[src/rtl/rfx_pkg.sv]
// ----------------------------------------------------------------------------
// rfx_pkg
// types and constants of the ring fifo with xon/xoff flow control
// ----------------------------------------------------------------------------
`default_nettype none

package rfx_pkg;

  localparam int BYTE_W    = 8;
  localparam int ERR_W     = 2;
  localparam int LVL_W     = 8;
  localparam int THR_W     = 8;
  localparam int CFG_IDX_W = 1;

  typedef enum logic [0:0] {
    CMD_PUSH = 1'b0,
    CMD_POP  = 1'b1
  } cmd_e;

  typedef enum logic [ERR_W-1:0] {
    ERR_OK    = 2'd0,
    ERR_FULL  = 2'd1,
    ERR_EMPTY = 2'd2
  } err_e;

  localparam logic [CFG_IDX_W-1:0] CFG_XOFF_THR = 1'd0;
  localparam logic [CFG_IDX_W-1:0] CFG_XON_THR  = 1'd1;

  localparam logic [THR_W-1:0] RST_XOFF_THR = 8'd10;
  localparam logic [THR_W-1:0] RST_XON_THR  = 8'd20;

  // controller to datapath
  typedef struct packed {
    logic accept;
    logic load;
  } rfx_cmd_t;

endpackage

`default_nettype wire

[src/rtl/rfx_req_if.sv]
// ----------------------------------------------------------------------------
// rfx_req_if
// request channel: one push or pop command per transfer
// ----------------------------------------------------------------------------
`default_nettype none

interface rfx_req_if import rfx_pkg::*; ();
  logic              valid;
  logic              ready;
  logic              command;
  logic [BYTE_W-1:0] push_byte;

  modport source (output valid, output command, output push_byte, input ready);
  modport sink   (input valid, input command, input push_byte, output ready);
endinterface

`default_nettype wire

[src/rtl/rfx_rsp_if.sv]
// ----------------------------------------------------------------------------
// rfx_rsp_if
// response channel: one result per command
// ----------------------------------------------------------------------------
`default_nettype none

interface rfx_rsp_if import rfx_pkg::*; ();
  logic              valid;
  logic              ready;
  logic [BYTE_W-1:0] pop_byte;
  logic [ERR_W-1:0]  error_code;
  logic              xoff_active;
  logic [LVL_W-1:0]  fill_level;

  modport source (output valid, output pop_byte, output error_code,
                  output xoff_active, output fill_level, input ready);
  modport sink   (input valid, input pop_byte, input error_code,
                  input xoff_active, input fill_level, output ready);
endinterface

`default_nettype wire

[src/rtl/rfx_ctrl.sv]
// ----------------------------------------------------------------------------
// rfx_ctrl
// sequencing of command intake, byte store read and result register
// ----------------------------------------------------------------------------
`default_nettype none

module rfx_ctrl import rfx_pkg::*; (
  input  wire logic     clk_i,
  input  wire logic     rst_ni,
  input  wire logic     in_valid_i,
  output logic          in_ready_o,
  input  wire logic     out_ready_i,
  output logic          out_valid_o,
  output rfx_cmd_t      cmd_o
);

  localparam logic ST_IDLE = 1'b0;
  localparam logic ST_EXEC = 1'b1;

  logic state_q, state_d;
  logic out_valid_q, out_valid_d;
  logic accept, load;

  assign accept = (state_q == ST_IDLE) && in_valid_i;
  assign load   = (state_q == ST_EXEC) && (!out_valid_q || out_ready_i);

  always_comb begin
    state_d = state_q;
    unique case (state_q)
      ST_IDLE: begin
        if (in_valid_i) state_d = ST_EXEC;
      end
      ST_EXEC: begin
        if (load) state_d = ST_IDLE;
      end
      default: state_d = ST_IDLE;
    endcase
  end

  always_comb begin
    out_valid_d = out_valid_q;
    if (load) begin
      out_valid_d = 1'b1;
    end else if (out_ready_i) begin
      out_valid_d = 1'b0;
    end
  end

  always_ff @(posedge clk_i or negedge rst_ni) begin
    if (!rst_ni) begin
      state_q     <= ST_IDLE;
      out_valid_q <= 1'b0;
    end else begin
      state_q     <= state_d;
      out_valid_q <= out_valid_d;
    end
  end

  assign in_ready_o   = (state_q == ST_IDLE);
  assign out_valid_o  = out_valid_q;
  assign cmd_o.accept = accept;
  assign cmd_o.load   = load;

endmodule

`default_nettype wire

[src/rtl/rfx_dp.sv]
// ----------------------------------------------------------------------------
// rfx_dp
// byte store, pointers, fill count, xoff hysteresis and result register
// ----------------------------------------------------------------------------
`default_nettype none

module rfx_dp import rfx_pkg::*; #(
  parameter int DEPTH = 128
) (
  input  wire logic                 clk_i,
  input  wire logic                 rst_ni,
  input  wire rfx_cmd_t             cmd_i,
  input  wire logic                 command_i,
  input  wire logic [BYTE_W-1:0]    push_byte_i,
  input  wire logic                 cfg_we_i,
  input  wire logic [CFG_IDX_W-1:0] cfg_idx_i,
  input  wire logic [THR_W-1:0]     cfg_data_i,
  output logic [BYTE_W-1:0]         pop_byte_o,
  output logic [ERR_W-1:0]          error_code_o,
  output logic                      xoff_active_o,
  output logic [LVL_W-1:0]          fill_level_o
);

  localparam int PW   = $clog2(DEPTH);
  localparam int CW   = $clog2(DEPTH + 1);
  localparam int CMPW = (CW > THR_W) ? CW : THR_W;

  logic [BYTE_W-1:0] mem [DEPTH];
  logic [BYTE_W-1:0] rd_data_q;

  logic [PW-1:0]    rd_ptr_q, rd_ptr_d;
  logic [PW-1:0]    wr_ptr_q, wr_ptr_d;
  logic [CW-1:0]    count_q, count_d;
  logic             flag_q, flag_d;
  err_e             err_q, err_d;
  logic             pop_ok_q;
  logic [THR_W-1:0] xoff_thr_q, xon_thr_q;

  logic [BYTE_W-1:0] pop_byte_q;
  err_e              error_q;
  logic              xoff_q;
  logic [LVL_W-1:0]  level_q;

  logic          is_pop, full, empty, push_ok, pop_ok;
  logic [CW-1:0] free_space;

  assign is_pop  = (command_i == CMD_POP);
  assign full    = (count_q == CW'(DEPTH));
  assign empty   = (count_q == '0);
  assign push_ok = !is_pop && !full;
  assign pop_ok  = is_pop && !empty;

  function automatic logic [PW-1:0] advance(input logic [PW-1:0] p);
    return (p == PW'(DEPTH - 1)) ? '0 : p + 1'b1;
  endfunction

  always_comb begin
    rd_ptr_d = rd_ptr_q;
    wr_ptr_d = wr_ptr_q;
    count_d  = count_q;
    err_d    = ERR_OK;
    if (push_ok) begin
      wr_ptr_d = advance(wr_ptr_q);
      count_d  = count_q + 1'b1;
    end else if (pop_ok) begin
      rd_ptr_d = advance(rd_ptr_q);
      count_d  = count_q - 1'b1;
    end else if (is_pop) begin
      err_d = ERR_EMPTY;
    end else begin
      err_d = ERR_FULL;
    end
  end

  // xoff test wins when both thresholds match
  assign free_space = CW'(DEPTH) - count_d;

  always_comb begin
    flag_d = flag_q;
    priority if (CMPW'(free_space) <= CMPW'(xoff_thr_q)) begin
      flag_d = 1'b1;
    end else if (CMPW'(free_space) >= CMPW'(xon_thr_q)) begin
      flag_d = 1'b0;
    end else begin
      flag_d = flag_q;
    end
  end

  always_ff @(posedge clk_i) begin
    if (cmd_i.accept && push_ok) begin
      mem[wr_ptr_q] <= push_byte_i;
    end
    if (cmd_i.accept && pop_ok) begin
      rd_data_q <= mem[rd_ptr_q];
    end
  end

  always_ff @(posedge clk_i or negedge rst_ni) begin
    if (!rst_ni) begin
      rd_ptr_q   <= '0;
      wr_ptr_q   <= '0;
      count_q    <= '0;
      flag_q     <= 1'b0;
      err_q      <= ERR_OK;
      pop_ok_q   <= 1'b0;
      xoff_thr_q <= RST_XOFF_THR;
      xon_thr_q  <= RST_XON_THR;
    end else begin
      if (cmd_i.accept) begin
        rd_ptr_q <= rd_ptr_d;
        wr_ptr_q <= wr_ptr_d;
        count_q  <= count_d;
        flag_q   <= flag_d;
        err_q    <= err_d;
        pop_ok_q <= pop_ok;
      end
      if (cfg_we_i) begin
        unique case (cfg_idx_i)
          CFG_XOFF_THR: xoff_thr_q <= cfg_data_i;
          CFG_XON_THR:  xon_thr_q  <= cfg_data_i;
          default:      xon_thr_q  <= xon_thr_q;
        endcase
      end
    end
  end

  always_ff @(posedge clk_i) begin
    if (cmd_i.load) begin
      pop_byte_q <= pop_ok_q ? rd_data_q : '0;
      error_q    <= err_q;
      xoff_q     <= flag_q;
      level_q    <= LVL_W'(count_q);
    end
  end

  assign pop_byte_o    = pop_byte_q;
  assign error_code_o  = error_q;
  assign xoff_active_o = xoff_q;
  assign fill_level_o  = level_q;

endmodule

`default_nettype wire

[src/rtl/ring_fifo_xon_xoff.sv]
// ----------------------------------------------------------------------------
// ring_fifo_xon_xoff
// receive byte fifo with xon/xoff flow control flag
// ----------------------------------------------------------------------------
// Each request is a push or a pop and yields exactly one response carrying
// the popped byte (zero unless a pop succeeded), an error code (push to a
// full fifo, pop from an empty one; neither changes the contents), the
// xoff flag after the command and the fill level (modulo 256). The flag
// sets when free space drops to the xoff threshold or below and clears
// when it reaches the xon threshold or above. A command is first accepted,
// which updates the pointers and does the registered read of the
// single-port byte store, and is then loaded into the response register
// once that register is free; no new request is taken before that load.
// Thresholds may be written only while no command is outstanding.
`default_nettype none

module ring_fifo_xon_xoff import rfx_pkg::*; #(
  parameter int DEPTH = 128
) (
  input  wire logic                 clk_i,
  input  wire logic                 rst_ni,
  rfx_req_if.sink                   req_i,
  rfx_rsp_if.source                 rsp_o,
  input  wire logic                 cfg_we_i,
  input  wire logic [CFG_IDX_W-1:0] cfg_idx_i,
  input  wire logic [THR_W-1:0]     cfg_data_i
);

  rfx_cmd_t cmd;
  logic     in_ready;
  logic     out_valid;

  rfx_ctrl u_ctrl (
    .clk_i       (clk_i),
    .rst_ni      (rst_ni),
    .in_valid_i  (req_i.valid),
    .in_ready_o  (in_ready),
    .out_ready_i (rsp_o.ready),
    .out_valid_o (out_valid),
    .cmd_o       (cmd)
  );

  rfx_dp #(
    .DEPTH (DEPTH)
  ) u_dp (
    .clk_i         (clk_i),
    .rst_ni        (rst_ni),
    .cmd_i         (cmd),
    .command_i     (req_i.command),
    .push_byte_i   (req_i.push_byte),
    .cfg_we_i      (cfg_we_i),
    .cfg_idx_i     (cfg_idx_i),
    .cfg_data_i    (cfg_data_i),
    .pop_byte_o    (rsp_o.pop_byte),
    .error_code_o  (rsp_o.error_code),
    .xoff_active_o (rsp_o.xoff_active),
    .fill_level_o  (rsp_o.fill_level)
  );

  assign req_i.ready = in_ready;
  assign rsp_o.valid = out_valid;

endmodule

`default_nettype wire

[src/flat_wrapper.sv]
// flat-port wrapper written by rule: the top's interface ports become plain ports
module ring_fifo_xon_xoff_flat import rfx_pkg::*;
#(
  parameter int DEPTH = 128
)
  (clk_i, rst_ni, cfg_we_i, cfg_idx_i, cfg_data_i, req_i_valid, req_i_command, req_i_push_byte, req_i_ready, rsp_o_valid, rsp_o_pop_byte, rsp_o_error_code, rsp_o_xoff_active, rsp_o_fill_level, rsp_o_ready);
  rfx_req_if req_i_i ();
  rfx_rsp_if rsp_o_i ();
  input  wire logic clk_i;
  input  wire logic rst_ni;
  input  wire logic cfg_we_i;
  input  wire logic [CFG_IDX_W-1:0] cfg_idx_i;
  input  wire logic [THR_W-1:0] cfg_data_i;
  input wire logic [$bits(req_i_i.valid)-1:0] req_i_valid;
  input wire logic [$bits(req_i_i.command)-1:0] req_i_command;
  input wire logic [$bits(req_i_i.push_byte)-1:0] req_i_push_byte;
  output wire logic [$bits(req_i_i.ready)-1:0] req_i_ready;
  output wire logic [$bits(rsp_o_i.valid)-1:0] rsp_o_valid;
  output wire logic [$bits(rsp_o_i.pop_byte)-1:0] rsp_o_pop_byte;
  output wire logic [$bits(rsp_o_i.error_code)-1:0] rsp_o_error_code;
  output wire logic [$bits(rsp_o_i.xoff_active)-1:0] rsp_o_xoff_active;
  output wire logic [$bits(rsp_o_i.fill_level)-1:0] rsp_o_fill_level;
  input wire logic [$bits(rsp_o_i.ready)-1:0] rsp_o_ready;
  assign req_i_i.valid = req_i_valid;
  assign req_i_i.command = req_i_command;
  assign req_i_i.push_byte = req_i_push_byte;
  assign req_i_ready = req_i_i.ready;
  assign rsp_o_valid = rsp_o_i.valid;
  assign rsp_o_pop_byte = rsp_o_i.pop_byte;
  assign rsp_o_error_code = rsp_o_i.error_code;
  assign rsp_o_xoff_active = rsp_o_i.xoff_active;
  assign rsp_o_fill_level = rsp_o_i.fill_level;
  assign rsp_o_i.ready = rsp_o_ready;
  ring_fifo_xon_xoff #(.DEPTH(DEPTH)) u_core (.clk_i(clk_i), .rst_ni(rst_ni), .req_i(req_i_i), .rsp_o(rsp_o_i), .cfg_we_i(cfg_we_i), .cfg_idx_i(cfg_idx_i), .cfg_data_i(cfg_data_i));
endmodule
[config.mk]
export PLATFORM = sky130hd
export DESIGN_NAME = ring_fifo_xon_xoff_flat
export DESIGN_NICKNAME = d
export VERILOG_FILES = /design/src/rtl/rfx_pkg.sv /design/src/rtl/rfx_req_if.sv /design/src/rtl/rfx_rsp_if.sv /design/src/rtl/rfx_ctrl.sv /design/src/rtl/rfx_dp.sv /design/src/rtl/ring_fifo_xon_xoff.sv /design/src/flat_wrapper.sv
export SDC_FILE = /design/constraint.sdc
export NUM_CORES = 1
export LEC_CHECK = 0
export BUFFER_PORTS_ARGS = -buffer_cell sky130_fd_sc_hd__buf_2
export CORE_MARGIN = 2
export CORE_UTILIZATION = 65
export CTS_CLUSTER_SIZE = 24
export DETAILED_ROUTE_END_ITERATION = 8
export PLACE_DENSITY = 0.9
export SYNTH_ARGS = -nofsm -noshare
export SYNTH_HDL_FRONTEND = slang
export SYNTH_SLANG_ARGS = --single-unit
[constraint.sdc]
create_clock -name clk_i -period 9.3 [get_ports clk_i]
set_input_delay 0.93 -clock clk_i [delete_from_list [all_inputs] [get_ports clk_i]]
set_output_delay 0.93 -clock clk_i [all_outputs]
set_load 0.02 [all_outputs]
==> impl_summary.md <==
Status
The flow ran to the end, and the final reports show no timing, DRC or antenna violations.

Placed design
The wire-length estimate of the detail-placed layout is 60500 µm. The quantity of I/O buffers inserted on ports is 43. The congestion estimate from routability-driven global placement came to 0.917.

Before CTS, the worst setup slack after placement is 4.98 ns.

Power and ir drop
For this design the total switching power over the nets is 0.00423 W. The leakage power of the design is 14.9 nW. The internal power of the cells totals 0.00938 W. The share of total power in sequential cells is 0.419.

The share of total power dissipated in the clock network is 0.305. The switching power share of the total is 0.311. The design draws 0.0136 W. The combinational group share of total power is 0.276.

Power spread over the standard cell area amounts to 288 nW/µm². The worst-case IR drop observed on VDD is 0.303 mV.

Timing
The final-report hold violation count was 0. The count of endpoints failing setup in the final report is 0. Setup repair after global routing left no endpoint under its margin.

The final-layout setup total negative slack is 0 ns. The worst path in the final design needs a cycle of 4.95 ns, including I/O delays and setup. Based on the critical path, the design can be clocked at up to 202 MHz.

The headroom to the max-slew limit is 0.0597. The max-slew violation total from the final report is 0. The setup clock skew after layout is 0.0422 ns.

The transition time at the pin with the least slew margin is 1.40 ns. The final cycle utilization of the critical path is 0.533. The slack of the critical path is 4.35 ns.

Critical path
The worst setup path category is flop to flop. The critical path goes through buf_4 -> buf_4 -> mux4_2 -> mux4_2 -> o22ai_1 -> nor3_1 -> a211oi_1 -> nor2_1. The delay of the slowest critical-path stage is 0.96 ns. The endpoint kind of the worst setup timing path is a flop. In this run the worst path has a maximum fanout of 43. The slowest stage of the critical path belongs to the cell sky130_fd_sc_hd__a211oi_1.

The sort of element at the start of the critical path is a flop. The kind of cell with the highest combined delay along the critical path is buffers and inverters. STA puts the critical path data required time at 9.70 ns. The worst path buffer plus inverter count is 2.

At the worst endpoint, the arrival time is 5.35 ns.

Final layout
Measured on the finished design, the core utilization comes to 0.719. The most common library cell in the layout ignoring fill and taps is sky130_fd_sc_hd__edfxtp_1. Fill cells in the final layout number 3295.

The number of nets in the finished design is 2212. The fraction of layout cells with a size suffix above 1 is 0.225. In the layout the commonest cells are sky130_fd_sc_hd__edfxtp_1 (1051), sky130_fd_sc_hd__mux4_2 (255), sky130_fd_sc_hd__nor2_1 (157). Compared with the post-synthesis result, the final layout area differs by 9.73%.

Yosys
For this run, the register share of the synthesized area comes to 0.758. The mapped netlist covers 43100 µm². The number of nets in the synthesized netlist is 2144. Yosys mapped a number of flops with a built-in enable equal to 1051. After synthesis the netlist holds a flip-flop and latch count of 1095. The most frequently used flop master after synthesis is sky130_fd_sc_hd__edfxtp_1. The number of different library cells used by synthesis comes to 67. The yosys synthesis warning count is 0. By area the synthesized netlist is led by sky130_fd_sc_hd__edfxtp_1 (73%), sky130_fd_sc_hd__mux4_2 (13%), sky130_fd_sc_hd__dfrtp_1 (2.3%).

The number of instances in the synthesized netlist is 2099. After synthesis, the mean cell area works out to 20.5 µm². sky130_fd_sc_hd__edfxtp_1 takes more of the synthesized area than any other cell. The proportion of synthesized flip-flops having asynchronous set or reset is 0.0402. The share of synthesized area in the top cell type comes to 0.733.

Global routing
Across every metal layer, demand over resource in global routing totals 0.341. The largest net degree at the start of global routing is 171. The initial antenna violation count is 3. The first global-routing pass estimated 164000 µm of wire.

Global routing finished with a remaining overflow of 0. The number of global-route vias before repair is 23400.

Die
The effective utilization at floorplan is 0.655. The horizontal die dimension is 261 µm. From bottom edge to top edge, the die measures 261 µm. The core region is 65700 µm². The number of top-level pins is 44. The area enclosed by the die boundary is 68400 µm². In this run the core area contains 94 standard-cell rows.

Routing
The initial DRC count is 4441. In the routed design, unresolved DRC markers number 0. The via density per instance is 7.55.

The total wirelength of the detailed-routed design is 114000 µm. The number of search-and-repair iterations in the first detailed-routing pass is 7. The routed layout has 23500 vias. After detailed routing, the average wire length per cell comes to 36.5 µm. The detail route stage leaves a number of antenna-violating nets equal to 0.

CTS
Clock tree synthesis inserted a total of 103 buffers. The later pin in the worst-skew pair is clocked with a latency of 0.69 ns. The number of clock sinks is 1095.

TritonCTS built the clock tree. In this run the deepest clock path goes through 3 buffers. The H-tree generated during clock tree synthesis spans 3 levels. The tree is rooted in a sky130_fd_sc_hd__clkbuf_16.

Once the clock tree was built, the resizer swapped 0 gates to a different size. After clock tree synthesis, the flow added hold-fix buffers numbering 0. The post-CTS setup-driven buffer insertion count is 0. After clock tree synthesis, the clock-pin slew on the worst setup and hold paths is 0.07 ns.

Run
The reported max-cap violation count is 0.

Worst hold path
The tightest min-delay check is of the input pin to async pin type.
-- power by group through the flow --
stage / logic, W / registers, W / clock network (W)
finish: 0.00375 / 0.00570 / 0.00416
global route: 0.00387 / 0.00571 / 0.00432
CTS: 0.00364 / 0.00569 / 0.00416
detailed placement: 0.00351 / 0.00579 / 0
global placement: 0.00337 / 0.00578 / 0
floorplan: 0.00263 / 0.00570 / 0
-- sequential cells by signal (all words and copies together), names as in the netlist, 2 cells and up --
name	count
u_core.u_dp.fill_level_o	8
u_core.u_dp.err_q	2
u_core.u_dp.wr_ptr_q	7
u_core.u_dp.pop_byte_o	8
u_core.u_dp.rd_data_q	8
u_core.u_dp.rd_ptr_q	7
u_core.u_dp.xoff_thr_q	8
u_core.u_dp.xon_thr_q	8
u_core.u_dp.mem	1024
u_core.u_dp.error_code_o	2
u_core.u_dp.count_q	8
-- worst register-to-register path, cell delays in order (launching register included) --
cell and delay, ns:
sky130_fd_sc_hd__dfrtp_4 0.76, sky130_fd_sc_hd__buf_4 0.62, sky130_fd_sc_hd__buf_4 0.76, sky130_fd_sc_hd__mux4_2 0.67
sky130_fd_sc_hd__mux4_2 0.50, sky130_fd_sc_hd__o22ai_1 0.19, sky130_fd_sc_hd__nor3_1 0.08, sky130_fd_sc_hd__a211oi_1 0.96
sky130_fd_sc_hd__nor2_1 0.12
-- synth_stat cells, drive strengths merged (6+ instances only) --
cell type,number
edfxtp,1051
mux4,255
nor2,158
buf,63
nand2,54
clkbuf,46
a22oi,41
dfrtp,40
mux2i,38
o21ai,32
inv,28
a21oi,25
a221oi,23
ha,22
o22ai,22
a22o,21
xnor2,18
nor2b,16
and2,15
mux2,15
nor3,15
nand3,14
nand2b,8
a211oi,6
and3,6
xor2,6
-- path summary, 6_finish.rpt --
path                                                startpoint                               endpoint  slack [ns]  cells after the start
max                        u_core.u_dp.rd_ptr_q[0]$_DFFE_PN0P_     u_core.u_dp.rd_data_q[4]$_DFFE_PP_        4.35                      8
min                                                     rst_ni    u_core.u_dp.rd_ptr_q[4]$_DFFE_PN0P_        0.45                      1
max reg2reg                u_core.u_dp.rd_ptr_q[0]$_DFFE_PN0P_     u_core.u_dp.rd_data_q[4]$_DFFE_PP_        4.35                      8
min reg2reg                   u_core.u_dp.err_q[1]$_DFFE_PN0P_  u_core.u_dp.error_code_o[1]$_DFFE_PP_        0.45                      0
max in group asynchronous                               rst_ni    u_core.u_dp.rd_ptr_q[1]$_DFFE_PN0P_        8.07                      1
min in group clk_i            u_core.u_dp.err_q[1]$_DFFE_PN0P_  u_core.u_dp.error_code_o[1]$_DFFE_PP_        0.45                      0
-- cells by family after synthesis --
kind of cell / Yosys count / synth area share
and+or+nand+nor: 312 / 0.0335
adders and majority gates: 22 / 0.00639
DFF: 1095 / 0.758
muxes: 308 / 0.146
buffers and inverters: 138 / 0.0175
xor gates and xnor gates: 24 / 0.00488
AOI/OAI and AO/OA: 200 / 0.0334
-- per-stage QoR --
| stage | cells | cell area, µm² | hold slack, ns |
|---|---|---|---|
| floorplan | 2099 | 43100 | 0.419 |
| global placement | 2926 | 44000 | 0.436 |
| detailed placement | 2926 | 44000 | 0.444 |
| CTS | 3115 | 47300 | 0.457 |
| global route | 3115 | 47300 | 0.487 |
| finish | 3116 | 47300 | 0.452 |
-- layer usage --
| metal | track usage | vias to the layer above | routed length (µm) |
|---|---|---|---|
| met1 | 0.440 | 11700 | 36500 |
| met3 | 0.102 | 520 | 15600 |
| met2 | 0.544 | 2480 | 54700 |
| li1 | - | 8782 | - |
| met5 | 0 | - | 36 |
| met4 | 0.160 | 6 | 6750 |
-- area by class of cell --
cell class | count | area (µm²) | area share
clock inverter | 59 | 518 | 0.0110
timing repair buffer | 72 | 478 | 0.0101
sequential | 1095 | 32700 | 0.691
inverter | 29 | 109 | 0.00230
tap | 864 | 1080 | 0.0229
antenna | 1 | 2.50 | 0.0000529
multi-input combinational | 866 | 9680 | 0.205
clock buffer | 130 | 2730 | 0.0578
(Power assumes the default switching activity.)
